===== src/rtl/teq_ram.sv =====
module teq_ram #(
  parameter int unsigned Width = 8,
  parameter int unsigned Depth = 64
) (
  input  logic                     clk_i,
  input  logic                     we_i,
  input  logic [$clog2(Depth)-1:0] waddr_i,
  input  logic [Width-1:0]         wdata_i,
  input  logic [$clog2(Depth)-1:0] raddr_i,
  output logic [Width-1:0]         rdata_o
);

  logic [Width-1:0] mem_q [Depth];

  always_ff @(posedge clk_i) begin
    if (we_i) begin
      mem_q[waddr_i] <= wdata_i;
    end
    rdata_o <= mem_q[raddr_i];
  end

endmodule


===== config.mk =====
export PLATFORM = sky130hd
export DESIGN_NAME = teq_ram
export DESIGN_NICKNAME = d
export VERILOG_FILES = /design/src/rtl/teq_ram.sv
export SDC_FILE = /design/constraint.sdc
export NUM_CORES = 1
export LEC_CHECK = 0
export ABC_AREA = 1
export BUFFER_PORTS_ARGS = -buffer_cell sky130_fd_sc_hd__buf_2
export CAP_MARGIN = 20
export CORE_MARGIN = 3
export CORE_UTILIZATION = 55
export CTS_BUF_LIST = sky130_fd_sc_hd__clkbuf_16
export CTS_CLUSTER_SIZE = 28
export DETAILED_ROUTE_END_ITERATION = 6
export PLACE_DENSITY = 0.77
export SLEW_MARGIN = 20
export SYNTH_ARGS = -nofsm -noshare
export SYNTH_HDL_FRONTEND = slang
export SYNTH_SLANG_ARGS = --single-unit

===== constraint.sdc =====
create_clock -name clk_i -period 3.2 [get_ports clk_i]
set_input_delay 0.16 -clock clk_i [delete_from_list [all_inputs] [get_ports clk_i]]
set_output_delay 0.16 -clock clk_i [all_outputs]
set_load 0.03 [all_outputs]

==> run_summary.xml, run 1 <==
<?xml version="1.0" encoding="UTF-8"?>
<metrics>
  <group name="floorplan">
    <metric name="die_width" unit="um">203</metric>
    <metric name="standard_cell_rows" unit="">71</metric>
    <metric name="die-area" unit="sq mm">0.0412</metric>
    <metric name="die_height" unit="um">203</metric>
    <metric name="floorplan.io_pins" unit="">30</metric>
    <metric name="initial_core_util" unit="%">56.3</metric>
    <metric name="core" unit="sq mm">0.0379</metric>
  </group>
  <group name="worst_hold_path">
    <metric name="worstHoldPathType" unit="">primary input to flip-flop</metric>
    <metric name="min_from" unit="">raddr_i[4]</metric>
  </group>
  <group name="place">
    <metric name="gp_routability_congestion" unit="">0.869</metric>
    <metric name="dpl.hpwl" unit="um">31100</metric>
    <metric name="place.port_buffers" unit="">29</metric>
  </group>
  <group name="timing">
    <metric name="worst_slew_pin_slew" unit="ps">1040</metric>
    <metric name="post-route-period-util" unit="%">54.3</metric>
    <metric name="final-setup-viol-count" unit="">0</metric>
    <metric name="slew_violations" unit="">0</metric>
    <metric name="fin_worst_hold_slack" unit="ps">111</metric>
    <metric name="worst_slew_margin_rel" unit="%">30.6</metric>
    <metric name="period_minus_slack" unit="ps">1740</metric>
    <metric name="finalHoldViolCount" unit="">0</metric>
    <metric name="fin_setup_tns" unit="ps">0</metric>
    <metric name="finClkSkew" unit="ps">9.16</metric>
    <metric name="achievable-frequency" unit="MHz">575</metric>
    <metric name="setup_repair_after_global_routing_missed_its_margin" unit="">no</metric>
  </group>
  <group name="critical_path">
    <metric name="reg2reg_setup_slack" unit="ps">1750</metric>
    <metric name="timing.rr.start" unit="">mem_q[0][2]</metric>
    <metric name="crit_arrival" unit="ps">2250</metric>
    <metric name="timing.critical_path.required" unit="ps">3720</metric>
    <metric name="path_delay_family" unit="">simple AND/OR/NAND/NOR gates</metric>
    <metric name="critical_path.startpoint" unit="">raddr_i[0]</metric>
    <metric name="crit_type" unit="">primary input to flip-flop</metric>
    <metric name="startpoint_type" unit="">primary input</metric>
    <metric name="critical_path_buf_inv_count" unit="">3</metric>
    <metric name="cpPeakStageDelay" unit="ps">440</metric>
    <metric name="cp_cell_sequence" unit="">buf_6 &gt; inv_6 &gt; buf_12 &gt; nand2_1 &gt; nand3_1 &gt; nand3_1 &gt; nand2_1 &gt; nand2_1 &gt; nand3_1 &gt; nand3_1 &gt; nand2_1</metric>
    <metric name="worstSetupEndpointType" unit="">flip-flop</metric>
    <metric name="critical_path_peak_fanout" unit="">84</metric>
    <metric name="slowest_stage" unit="">inv_6</metric>
  </group>
  <group name="grt">
    <metric name="pin_count_of_the_biggest_net_entering_global_routing" unit="">146</metric>
    <metric name="grtUsageTotal" unit="%">25.7</metric>
    <metric name="antenna_found_initial" unit="">1</metric>
    <metric name="wire_length_of_the_first_global_routing_pass" unit="um">81400</metric>
    <metric name="overflow" unit="">0</metric>
    <metric name="first_global_vias" unit="">14026</metric>
  </group>
  <group name="synth">
    <metric name="async_flop_share" unit="%">0</metric>
    <metric name="postSynthRegisterBits" unit="">520</metric>
    <metric name="netlist.area_leader.share" unit="%">72.0</metric>
    <metric name="largest_family_of_logic_cells_by_synthesized_area" unit="">simple AND/OR/NAND/NOR gates</metric>
    <metric name="synth.lib_cells_used.distinct" unit="">16</metric>
    <metric name="yosysMostFrequentCell" unit="">nand2_1</metric>
    <metric name="synthesis.area_per_instance" unit="sq um">11.8</metric>
    <metric name="synth-main-ff-cell" unit="">edfxtp_1</metric>
    <metric name="mappedNetlistArea" unit="sq mm">0.0213</metric>
    <metric name="ys_seq_area_share" unit="%">72.8</metric>
    <metric name="netlist_top_cells_count" unit="">648 x nand2_1, 512 x edfxtp_1, 439 x nand3_1</metric>
    <metric name="synth_enable_flop_cells" unit="">512</metric>
    <metric name="synthesis.nets" unit="">1827</metric>
    <metric name="post_synth_adder_cell_area" unit="%">0</metric>
    <metric name="yosys.area_share.simple" unit="%">23.2</metric>
    <metric name="syn_inst" unit="">1805</metric>
    <metric name="muxShareOfSynthArea" unit="%">0</metric>
    <metric name="synth_compound_gate_area_share" unit="%">0</metric>
    <metric name="synth_xor_xnor_area_share" unit="%">0</metric>
    <metric name="largest_cells_by_area_after_synthesis" unit="">edfxtp_1 72%, nand2_1 11%, nand3_1 10%, buf_6 1.8%, nor2_1 0.99%</metric>
    <metric name="yosysTopAreaCell" unit="">edfxtp_1</metric>
    <metric name="synth-warning-count" unit="">0</metric>
  </group>
  <group name="outcome">
    <metric name="status" unit="">finished, final reports clean</metric>
  </group>
  <group name="cts">
    <metric name="clock_tree.buffer_depth" unit="">3</metric>
    <metric name="clkTransAtPathRegs" unit="ps">60</metric>
    <metric name="numCtsBuffers" unit="">51</metric>
    <metric name="cts_root_buf" unit="">clkbuf_16</metric>
    <metric name="clock_tree_from_tritoncts" unit="">built</metric>
    <metric name="htreeDepth" unit="">2</metric>
    <metric name="numClockSinks" unit="">520</metric>
    <metric name="post_cts_resize_count" unit="">0</metric>
    <metric name="worst_skew_pair.late_latency" unit="ps">580</metric>
  </group>
  <group name="run">
    <metric name="cap_viol_max_count" unit="">0</metric>
  </group>
  <group name="power">
    <metric name="total_power_per_unit_cell_area" unit="mW/mm^2">609</metric>
    <metric name="vdd_drop_max" unit="mV">0.424</metric>
    <metric name="power.leakage" unit="uW">0.00868</metric>
  </group>
  <group name="detailed_routing">
    <metric name="antenna_violating_nets_post_route" unit="">0</metric>
    <metric name="routedWlPerCell" unit="um">21.9</metric>
    <metric name="remaining_drc_errors" unit="">0</metric>
    <metric name="route.vias.total" unit="">14411</metric>
    <metric name="first_drt_pass_iteration_count" unit="">6</metric>
    <metric name="drt-vias-per-instance" unit="">5.98</metric>
    <metric name="detail_route.iter0.violations" unit="">1951</metric>
    <metric name="totalWireLength" unit="um">52700</metric>
  </group>
  <group name="cells_and_area">
    <metric name="num-nets-final" unit="">1879</metric>
    <metric name="syn2layout_area_growth" unit="%">11.1</metric>
    <metric name="post_route_cells_drive_above_1_share" unit="%">9.59</metric>
  </group>
</metrics>
what timing repair did:
action,CTS,global route
buffers inserted,0,0
hold endpoints to repair,8,0
hold buffers,1,0
endpoints found under the setup margin,0,0
registers in the layout, indices dropped and copies added (netlist names):
| signal | flops |
|---|---|
| rdata_o | 8 |
| mem_q | 512 |
logic make-up after synthesis:
logic type / count (synthesis)
buffers and inverters: 125
DFF: 520
and+or+nand+nor: 1160
through the flow:
step	area, sq um	worst slack (ps)	utilization [%]	total power (uW)	cells
after CTS	23700	1490	62.5	14500	2409
after floorplan	21300	1270	-	8250	1805
after global placement	22000	953	58.0	8570	2314
final	23700	1460	62.5	14400	2410
after global routing	23700	1310	62.5	14800	2409
after detailed placement	22000	887	58.0	8590	2314
power by group:
group	total (uW)	switching (uW)	internal, uW
Clock	5980	2440	3540
Sequential	7560	25.7	7540
Combinational	899	681	218
layer usage:
metal  track usage [%]  up-vias  part of all wire (%)
met4              10.5        0                   4.0
met5                 0        -                     0
li1                  -     6449                     -
met3              3.86      146                    11
met2              40.7      927                    48
met1              36.3     6889                    38
placed cells by master (no fill, tap or decap):
cell type	netlist	layout
inv_2	1	2
dlygate4sd3_1	0	1
buf_4	14	78
buf_12	0	5
clkinv_1	0	14
inv_4	0	1
edfxtp_1	512	512
clkinvlp_4	0	2
buf_2	37	27
clkinv_4	0	2
nand4_1	9	9
nand2_1	648	648
clkinv_2	0	3
bufinv_16	0	7
diode_2	0	1
nor2_1	56	56
dfxtp_1	8	8
buf_6	35	1
inv_6	1	1
clkbuf_16	0	53
nor4_1	8	8
inv_1	10	21
nand3_1	439	439
worst register-to-register path, stage by stage, from the launching register on:
cell and delay, ps:
edfxtp_1 370, nand2_1 70, nand3_1 70, nand3_1 140, nand2_1 110, nand2_1 70
nand3_1 180, nand3_1 250, nand2_1 70
path summary, 6_finish.rpt:
| check | endpoint | cells after the start |
|---|---|---|
| worst max-delay path | rdata_o[2] | 11 |
| worst max register to register | rdata_o[2] | 8 |
| worst min register to register | rdata_o[7] | 8 |
| worst min-delay path | rdata_o[7] | 4 |
area by class of cell:
| class | count | area (sq um) |
|---|---|---|
| clock buffer | 53 | 1330 |
| multi-input combinational | 1160 | 4950 |
| sequential | 520 | 15500 |
| antenna | 1 | 2.50 |
| inverter | 12 | 52.6 |
| clock inverter | 41 | 359 |
| timing repair buffer | 112 | 842 |
| fill | 2826 | 14200 |
| tap | 511 | 639 |
Note: power is estimated with default switching activity, not from simulation.
==> run 2: changes to the inputs <==
- clock period: 3.2 -> 1.8 ns (I/O delays scaled with it)
==> run 2 against run 1 <==
  * Worst setup slack worse by 1000 ps
  * Via count shrank 0.22%
  * Combinational power increased by 87%
  * Global-route usage shrank 0.17 points
  * Sequential power rose by 77%
  * Sequential share of layout area down 0.81 points
  * Die area unchanged
  * Power increased by 73%
  * Sequential cell count did not move
  * Cell area increased by 1.3%
==> run_summary.xml, run 2 (synthesized netlist as in run 1, its figures left out) <==
<?xml version="1.0" encoding="UTF-8"?>
<metrics>
  <group name="timing">
    <metric name="final_worst_slack" unit="ps">453</metric>
    <metric name="setup_repair_after_global_routing_missed_its_margin" unit="">no</metric>
    <metric name="fin_worst_hold_slack" unit="ps">34.3</metric>
    <metric name="finalHoldViolCount" unit="">0</metric>
    <metric name="slew_violations" unit="">0</metric>
    <metric name="post-route-period-util" unit="%">74.8</metric>
    <metric name="period_minus_slack" unit="ps">1350</metric>
    <metric name="achievable-frequency" unit="MHz">743</metric>
    <metric name="finClkSkew" unit="ps">13.9</metric>
    <metric name="final-setup-viol-count" unit="">0</metric>
    <metric name="worst_slew_pin_slew" unit="ps">841</metric>
    <metric name="worst_slew_margin_rel" unit="%">43.9</metric>
  </group>
  <group name="cells_and_area">
    <metric name="nFillCells" unit="">2775</metric>
    <metric name="ff_latch_area" unit="sq mm">0.0155</metric>
    <metric name="syn2layout_area_growth" unit="%">12.5</metric>
    <metric name="reg.largest.list" unit="">mem_q (512), rdata_o (8)</metric>
    <metric name="num-nets-final" unit="">1916</metric>
    <metric name="largest_register" unit="">mem_q</metric>
    <metric name="antenna_cells" unit="">0</metric>
    <metric name="most-common-layout-cells" unit="">648 x nand2_1, 512 x edfxtp_1, 439 x nand3_1</metric>
    <metric name="total_area_of_multi_input_combinational_cells" unit="sq mm">0.00495</metric>
    <metric name="post_route_cells_drive_above_1_share" unit="%">11.4</metric>
    <metric name="final_util" unit="%">63.3</metric>
    <metric name="largest_register_ffs" unit="">512</metric>
    <metric name="layout_commonest_cell" unit="">nand2_1</metric>
  </group>
  <group name="floorplan">
    <metric name="standard_cell_rows" unit="">71</metric>
    <metric name="die_height" unit="um">203</metric>
    <metric name="core" unit="sq mm">0.0379</metric>
    <metric name="die-area" unit="sq mm">0.0412</metric>
    <metric name="initial_core_util" unit="%">56.3</metric>
    <metric name="floorplan.io_pins" unit="">30</metric>
    <metric name="die_width" unit="um">203</metric>
  </group>
  <group name="power">
    <metric name="share_seq_of_total_power" unit="%">54.0</metric>
    <metric name="power.share.switching" unit="%">22.2</metric>
    <metric name="power.leakage" unit="uW">0.00887</metric>
    <metric name="total_power_per_unit_cell_area" unit="mW/mm^2">1040</metric>
    <metric name="power_frac_comb" unit="%">6.7</metric>
    <metric name="power.internal" unit="uW">19400</metric>
    <metric name="p_sw" unit="uW">5530</metric>
    <metric name="power.share.clock" unit="%">39.3</metric>
    <metric name="vdd_drop_max" unit="mV">0.664</metric>
  </group>
  <group name="grt">
    <metric name="antenna_found_initial" unit="">1</metric>
    <metric name="first_global_vias" unit="">13890</metric>
    <metric name="grtUsageTotal" unit="%">25.6</metric>
    <metric name="wire_length_of_the_first_global_routing_pass" unit="um">80600</metric>
    <metric name="overflow" unit="">0</metric>
    <metric name="pin_count_of_the_biggest_net_entering_global_routing" unit="">81</metric>
  </group>
  <group name="place">
    <metric name="dpl.hpwl" unit="um">30800</metric>
    <metric name="dp_slack" unit="ps">64.4</metric>
    <metric name="gp_routability_congestion" unit="">0.940</metric>
    <metric name="place.port_buffers" unit="">29</metric>
  </group>
  <group name="run">
    <metric name="cap_viol_max_count" unit="">0</metric>
  </group>
  <group name="critical_path">
    <metric name="ff2ff_path_depth" unit="">8</metric>
    <metric name="reg2reg_setup_slack" unit="ps">510</metric>
    <metric name="cp_cell_sequence" unit="">buf_2</metric>
    <metric name="worstSetupEndpointType" unit="">output port</metric>
    <metric name="timing.critical_path.required" unit="ps">1710</metric>
    <metric name="crit_arrival" unit="ps">1260</metric>
    <metric name="critical_path_buf_inv_count" unit="">1</metric>
    <metric name="startpoint_type" unit="">flip-flop</metric>
    <metric name="timing.critical_path.to" unit="">rdata_o[7]</metric>
    <metric name="cpPeakStageDelay" unit="ps">440</metric>
    <metric name="stages_on_worst_setup_path" unit="">1</metric>
    <metric name="slowest_stage" unit="">dfxtp_1</metric>
    <metric name="critical_path_peak_fanout" unit="">1</metric>
    <metric name="rr_endpoint" unit="">rdata_o[1]</metric>
    <metric name="critical_path.startpoint" unit="">rdata_o[7]</metric>
    <metric name="crit_type" unit="">flip-flop to output port</metric>
    <metric name="path_delay_family" unit="">flip-flops</metric>
    <metric name="timing.rr.start" unit="">mem_q[10][1]</metric>
  </group>
  <group name="cts">
    <metric name="clkTransAtPathRegs" unit="ps">60</metric>
    <metric name="clock_tree.buffer_depth" unit="">3</metric>
    <metric name="htreeDepth" unit="">2</metric>
    <metric name="numCtsBuffers" unit="">50</metric>
    <metric name="clock_tree_from_tritoncts" unit="">built</metric>
    <metric name="worst_skew_pair.late_latency" unit="ps">570</metric>
    <metric name="postCtsSetupBuffers" unit="">0</metric>
    <metric name="post_cts_resize_count" unit="">0</metric>
    <metric name="numClockSinks" unit="">520</metric>
    <metric name="cts-hold-fix-buffers" unit="">1</metric>
    <metric name="cts_root_buf" unit="">clkbuf_16</metric>
  </group>
  <group name="detailed_routing">
    <metric name="drt-vias-per-instance" unit="">5.89</metric>
    <metric name="route.vias.total" unit="">14380</metric>
    <metric name="remaining_drc_errors" unit="">0</metric>
    <metric name="antenna_violating_nets_post_route" unit="">0</metric>
    <metric name="routedWlPerCell" unit="um">21.6</metric>
    <metric name="first_drt_pass_iteration_count" unit="">6</metric>
    <metric name="totalWireLength" unit="um">52700</metric>
    <metric name="detail_route.iter0.violations" unit="">1982</metric>
  </group>
  <group name="outcome">
    <metric name="status" unit="">finished, final reports clean</metric>
  </group>
  <group name="worst_hold_path">
    <metric name="min_from" unit="">wdata_i[2]</metric>
    <metric name="worstHoldPathType" unit="">primary input to flip-flop</metric>
  </group>
</metrics>
[run 2: cell types whose count changed in the layout (fill, tap and decap cells not counted), sizes merged]
cell      before  now
buf          111  149
clkinv        19   24
inv           25   22
clkinvlp       2    1
clkbuf        53   51
diode          1    0
bufinv         7    3
[run 2: through the flow]
step,setup TNS (ps),total power [uW],std cells,area [sq um]
2_1_floorplan,-3590,14700,1805,21300
3_5_place_dp,0,15300,2352,22500
5_1_grt,0,25600,2442,24000
3_3_place_gp,0,15300,2352,22500
6_report,0,24900,2442,24000
4_1_cts,0,25000,2442,24000
[run 2: per-layer routing]
layer	vias up	track usage [%]	share of wire, %
met5	-	0	0.013
met4	2	10.5	4.0
met3	130	3.82	9.8
met2	849	41.6	49
met1	6876	35.0	38
li1	6523	-	-
[run 2: how the worst min path moves through the flow]
stage | end | slack [ps] | depth (start not counted)
2_1_floorplan | mem_q[0][0] | 190 | 0
3_3_place_gp | rdata_o[7] | 440 | 3
3_5_place_dp | rdata_o[3] | 440 | 3
4_1_cts | rdata_o[3] | 10 | 5
5_1_grt | mem_q[37][2] | 40 | 1
6_report | mem_q[37][2] | 30 | 1
[run 2: power groups by stage]
stage	sequential, uW	combinational [uW]	clock [uW]
2_1_floorplan	13700	942	0
3_3_place_gp	13700	1600	0
3_5_place_dp	13700	1640	0
4_1_cts	13400	1660	9880
5_1_grt	13400	1810	10400
6_report	13400	1680	9790
[run 2: area by class of cell]
| class | instances | share of cell area, % |
|---|---|---|
| Sequential cell | 520 | 64.7 |
| Inverter | 12 | 0.219 |
| Timing Repair Buffer | 150 | 5.43 |
| Clock buffer | 51 | 5.32 |
| Multi-Input combinational cell | 1160 | 20.6 |
| Clock inverter | 38 | 1.04 |
| Tap cell | 511 | 2.66 |
[run 2: worst register-to-register path: cells and delay by family (launching register included)]
family	cells	cell delay [ps]
and+or+nand+nor	8	810
DFF	1	390
==> run 3: changes to the inputs <==
- PLACE_DENSITY: 0.77 -> 0.8
- clock period: 1.8 -> 1.2 ns (I/O delays scaled with it)
==> run 3 against run 2 <==
  * The flow now finishes with violations (negative hold slack, negative setup slack)
  * Clock power is 57% higher
  * Die area stayed put
  * Clock skew is 8.0 ps higher
  * Utilization is 4.6 points higher
  * Via count is 3.9% higher
  * First-iteration DRC count is 4.1% lower
  * Power is 55% higher
  * Worst setup slack worse by 510 ps
==> run_summary.xml, run 3 (synthesized netlist as in run 1, its figures left out) <==
<?xml version="1.0" encoding="UTF-8"?>
<metrics>
  <group name="outcome">
    <metric name="status" unit="">finished with violations</metric>
    <metric name="violated_checks" unit="">negative hold slack, negative setup slack</metric>
  </group>
  <group name="grt">
    <metric name="grtUsageTotal" unit="%">25.7</metric>
    <metric name="overflow" unit="">0</metric>
    <metric name="wire_length_of_the_first_global_routing_pass" unit="um">81900</metric>
    <metric name="antenna_found_initial" unit="">1</metric>
    <metric name="first_global_vias" unit="">14587</metric>
    <metric name="pin_count_of_the_biggest_net_entering_global_routing" unit="">65</metric>
  </group>
  <group name="timing">
    <metric name="worst_slew_pin_slew" unit="ps">687</metric>
    <metric name="worst_slew_margin_rel" unit="%">54.0</metric>
    <metric name="fin_worst_hold_slack" unit="ps">-114</metric>
    <metric name="achievable-frequency" unit="MHz">793</metric>
    <metric name="final_worst_slack" unit="ps">-61.6</metric>
    <metric name="period_minus_slack" unit="ps">1260</metric>
    <metric name="finClkSkew" unit="ps">21.9</metric>
    <metric name="setup_repair_after_global_routing_missed_its_margin" unit="">yes</metric>
    <metric name="finalHoldViolCount" unit="">9</metric>
    <metric name="post-route-period-util" unit="%">105</metric>
    <metric name="final-setup-viol-count" unit="">3</metric>
    <metric name="slew_violations" unit="">0</metric>
  </group>
  <group name="place">
    <metric name="dp_slack" unit="ps">-303</metric>
    <metric name="dpl.hpwl" unit="um">32300</metric>
    <metric name="placement.cell_area" unit="sq mm">0.0234</metric>
    <metric name="gp_routability_congestion" unit="">0.879</metric>
    <metric name="dp_cells" unit="">2390</metric>
    <metric name="place.port_buffers" unit="">29</metric>
  </group>
  <group name="cells_and_area">
    <metric name="most-common-layout-cells" unit="">601 x nand2_1, 512 x edfxtp_1, 342 x nand3_1</metric>
    <metric name="layout_commonest_cell" unit="">nand2_1</metric>
    <metric name="num-nets-final" unit="">1958</metric>
    <metric name="post_route_cells_drive_above_1_share" unit="%">22.9</metric>
    <metric name="stdcell_area" unit="sq mm">0.0258</metric>
    <metric name="nFillCells" unit="">2441</metric>
    <metric name="layoutNonFillerInstCount" unit="">2489</metric>
    <metric name="largest_register_ffs" unit="">512</metric>
    <metric name="syn2layout_area_growth" unit="%">20.7</metric>
    <metric name="total_area_of_multi_input_combinational_cells" unit="sq mm">0.00587</metric>
    <metric name="reg.largest.list" unit="">mem_q (512), rdata_o (8)</metric>
    <metric name="largest_register" unit="">mem_q</metric>
    <metric name="ff_latch_area" unit="sq mm">0.0155</metric>
  </group>
  <group name="power">
    <metric name="power.share.switching" unit="%">22.7</metric>
    <metric name="vdd_drop_max" unit="mV">1.09</metric>
    <metric name="power.share.clock" unit="%">39.8</metric>
    <metric name="p_sw" unit="uW">8780</metric>
    <metric name="power.internal" unit="uW">29900</metric>
    <metric name="total_power_per_unit_cell_area" unit="mW/mm^2">1500</metric>
    <metric name="share_seq_of_total_power" unit="%">52.1</metric>
    <metric name="power_frac_comb" unit="%">8.2</metric>
    <metric name="power.leakage" unit="uW">0.00944</metric>
  </group>
  <group name="floorplan">
    <metric name="die_height" unit="um">203</metric>
    <metric name="die_width" unit="um">203</metric>
    <metric name="core" unit="sq mm">0.0379</metric>
    <metric name="floorplan.io_pins" unit="">30</metric>
    <metric name="die-area" unit="sq mm">0.0412</metric>
    <metric name="initial_core_util" unit="%">56.3</metric>
    <metric name="standard_cell_rows" unit="">71</metric>
  </group>
  <group name="detailed_routing">
    <metric name="detail_route.iter0.violations" unit="">1901</metric>
    <metric name="totalWireLength" unit="um">54300</metric>
    <metric name="drt-vias-per-instance" unit="">6.00</metric>
    <metric name="first_drt_pass_iteration_count" unit="">5</metric>
    <metric name="route.vias.total" unit="">14942</metric>
    <metric name="routedWlPerCell" unit="um">21.8</metric>
    <metric name="remaining_drc_errors" unit="">0</metric>
    <metric name="antenna_violating_nets_post_route" unit="">0</metric>
  </group>
  <group name="cts">
    <metric name="htreeDepth" unit="">2</metric>
    <metric name="numCtsBuffers" unit="">50</metric>
    <metric name="clock_tree_from_tritoncts" unit="">built</metric>
    <metric name="clkTransAtPathRegs" unit="ps">70</metric>
    <metric name="clock_tree.buffer_depth" unit="">3</metric>
    <metric name="cts_root_buf" unit="">clkbuf_16</metric>
    <metric name="worst_skew_pair.late_latency" unit="ps">590</metric>
    <metric name="numClockSinks" unit="">520</metric>
  </group>
  <group name="critical_path">
    <metric name="path_delay_family" unit="">simple AND/OR/NAND/NOR gates</metric>
    <metric name="cpPeakStageDelay" unit="ps">420</metric>
    <metric name="critical_path.startpoint" unit="">mem_q[17][6]</metric>
    <metric name="timing.rr.start" unit="">mem_q[17][6]</metric>
    <metric name="critical_path_peak_fanout" unit="">1</metric>
    <metric name="slowest_stage" unit="">edfxtp_1</metric>
    <metric name="cp_cell_sequence" unit="">nand2_2 &gt; nand3_2 &gt; nand3_2 &gt; nand2_2 &gt; nand2_2 &gt; nand3_4 &gt; nand3_2 &gt; nand2_1</metric>
    <metric name="startpoint_type" unit="">flip-flop</metric>
    <metric name="crit_type" unit="">flip-flop to flip-flop</metric>
    <metric name="worstSetupEndpointType" unit="">flip-flop</metric>
    <metric name="timing.critical_path.required" unit="ps">1660</metric>
    <metric name="crit_arrival" unit="ps">1720</metric>
    <metric name="critical_path_buf_inv_count" unit="">0</metric>
    <metric name="reg2reg_setup_slack" unit="ps">-60</metric>
  </group>
  <group name="worst_hold_path">
    <metric name="min_from" unit="">raddr_i[5]</metric>
    <metric name="worstHoldPathType" unit="">primary input to flip-flop</metric>
  </group>
  <group name="run">
    <metric name="cap_viol_max_count" unit="">0</metric>
  </group>
</metrics>
[run 3: cell types whose count changed in the layout (fill, tap and decap cells not counted), sizes merged]
| cell | change |
|---|---|
| buf | +38 |
| inv | +1 |
| diode | +1 |
| clkinvlp | +1 |
| dlygate4sd3 | +4 |
| bufinv | +2 |
[run 3: area by class of cell]
class,instances,share of cell area [%]
repair buffers,192,7.83
clock inverters,42,1.31
diodes,1,0.00972
flip-flops and latches,520,60.3
well taps,511,2.48
inverters,12,0.277
multi-input cells,1160,22.8
clock buffers,51,4.96
[run 3: repair_timing]
item,CTS,global route
setup buffers,0,0
endpoints found under the hold margin,52,8
resized for setup,41,121
pin swaps,4,66
hold buffers,4,1
endpoints found under the setup margin,14,10
[run 3: path summary, 6_finish.rpt]
check | endpoint | cells after the start
setup reg to reg | rdata_o[6] | 8
setup / recovery | rdata_o[6] | 8
hold reg to reg | rdata_o[7] | 8
hold / removal | rdata_o[3] | 3
[run 3: power by group through the flow]
stage / combinational (uW) / clock, uW / sequential, uW
floorplan: 1500 / 0 / 20600
global placement: 2730 / 0 / 20500
detailed placement: 2800 / 0 / 20500
CTS: 2910 / 15500 / 20200
global route: 3360 / 16200 / 20200
finish: 3160 / 15400 / 20200
[run 3: layer usage]
| layer | up-vias | track usage, % | share of wire [%] |
|---|---|---|---|
| li1 | 6625 | - | - |
| met1 | 7264 | 35.0 | 37 |
| met2 | 933 | 42.3 | 49 |
| met3 | 120 | 4.14 | 10 |
| met4 | 0 | 9.40 | 2.9 |
| met5 | - | 0 | 0 |
[run 3: through the flow]
step	TNS (ps)	power (uW)	util (%)
2_1_floorplan	-138730	22100	-
3_3_place_gp	-38690	23300	61.7
3_5_place_dp	-49530	23300	61.7
4_1_cts	-75.0	38500	66.5
5_1_grt	-515	39700	67.9
6_report	-96.7	38700	67.9
[run 3: worst min-delay path: cells and delay by family]
kind,cells,cell delay [ps]
buffers and inverters,1,210
and+or+nand+nor,2,170
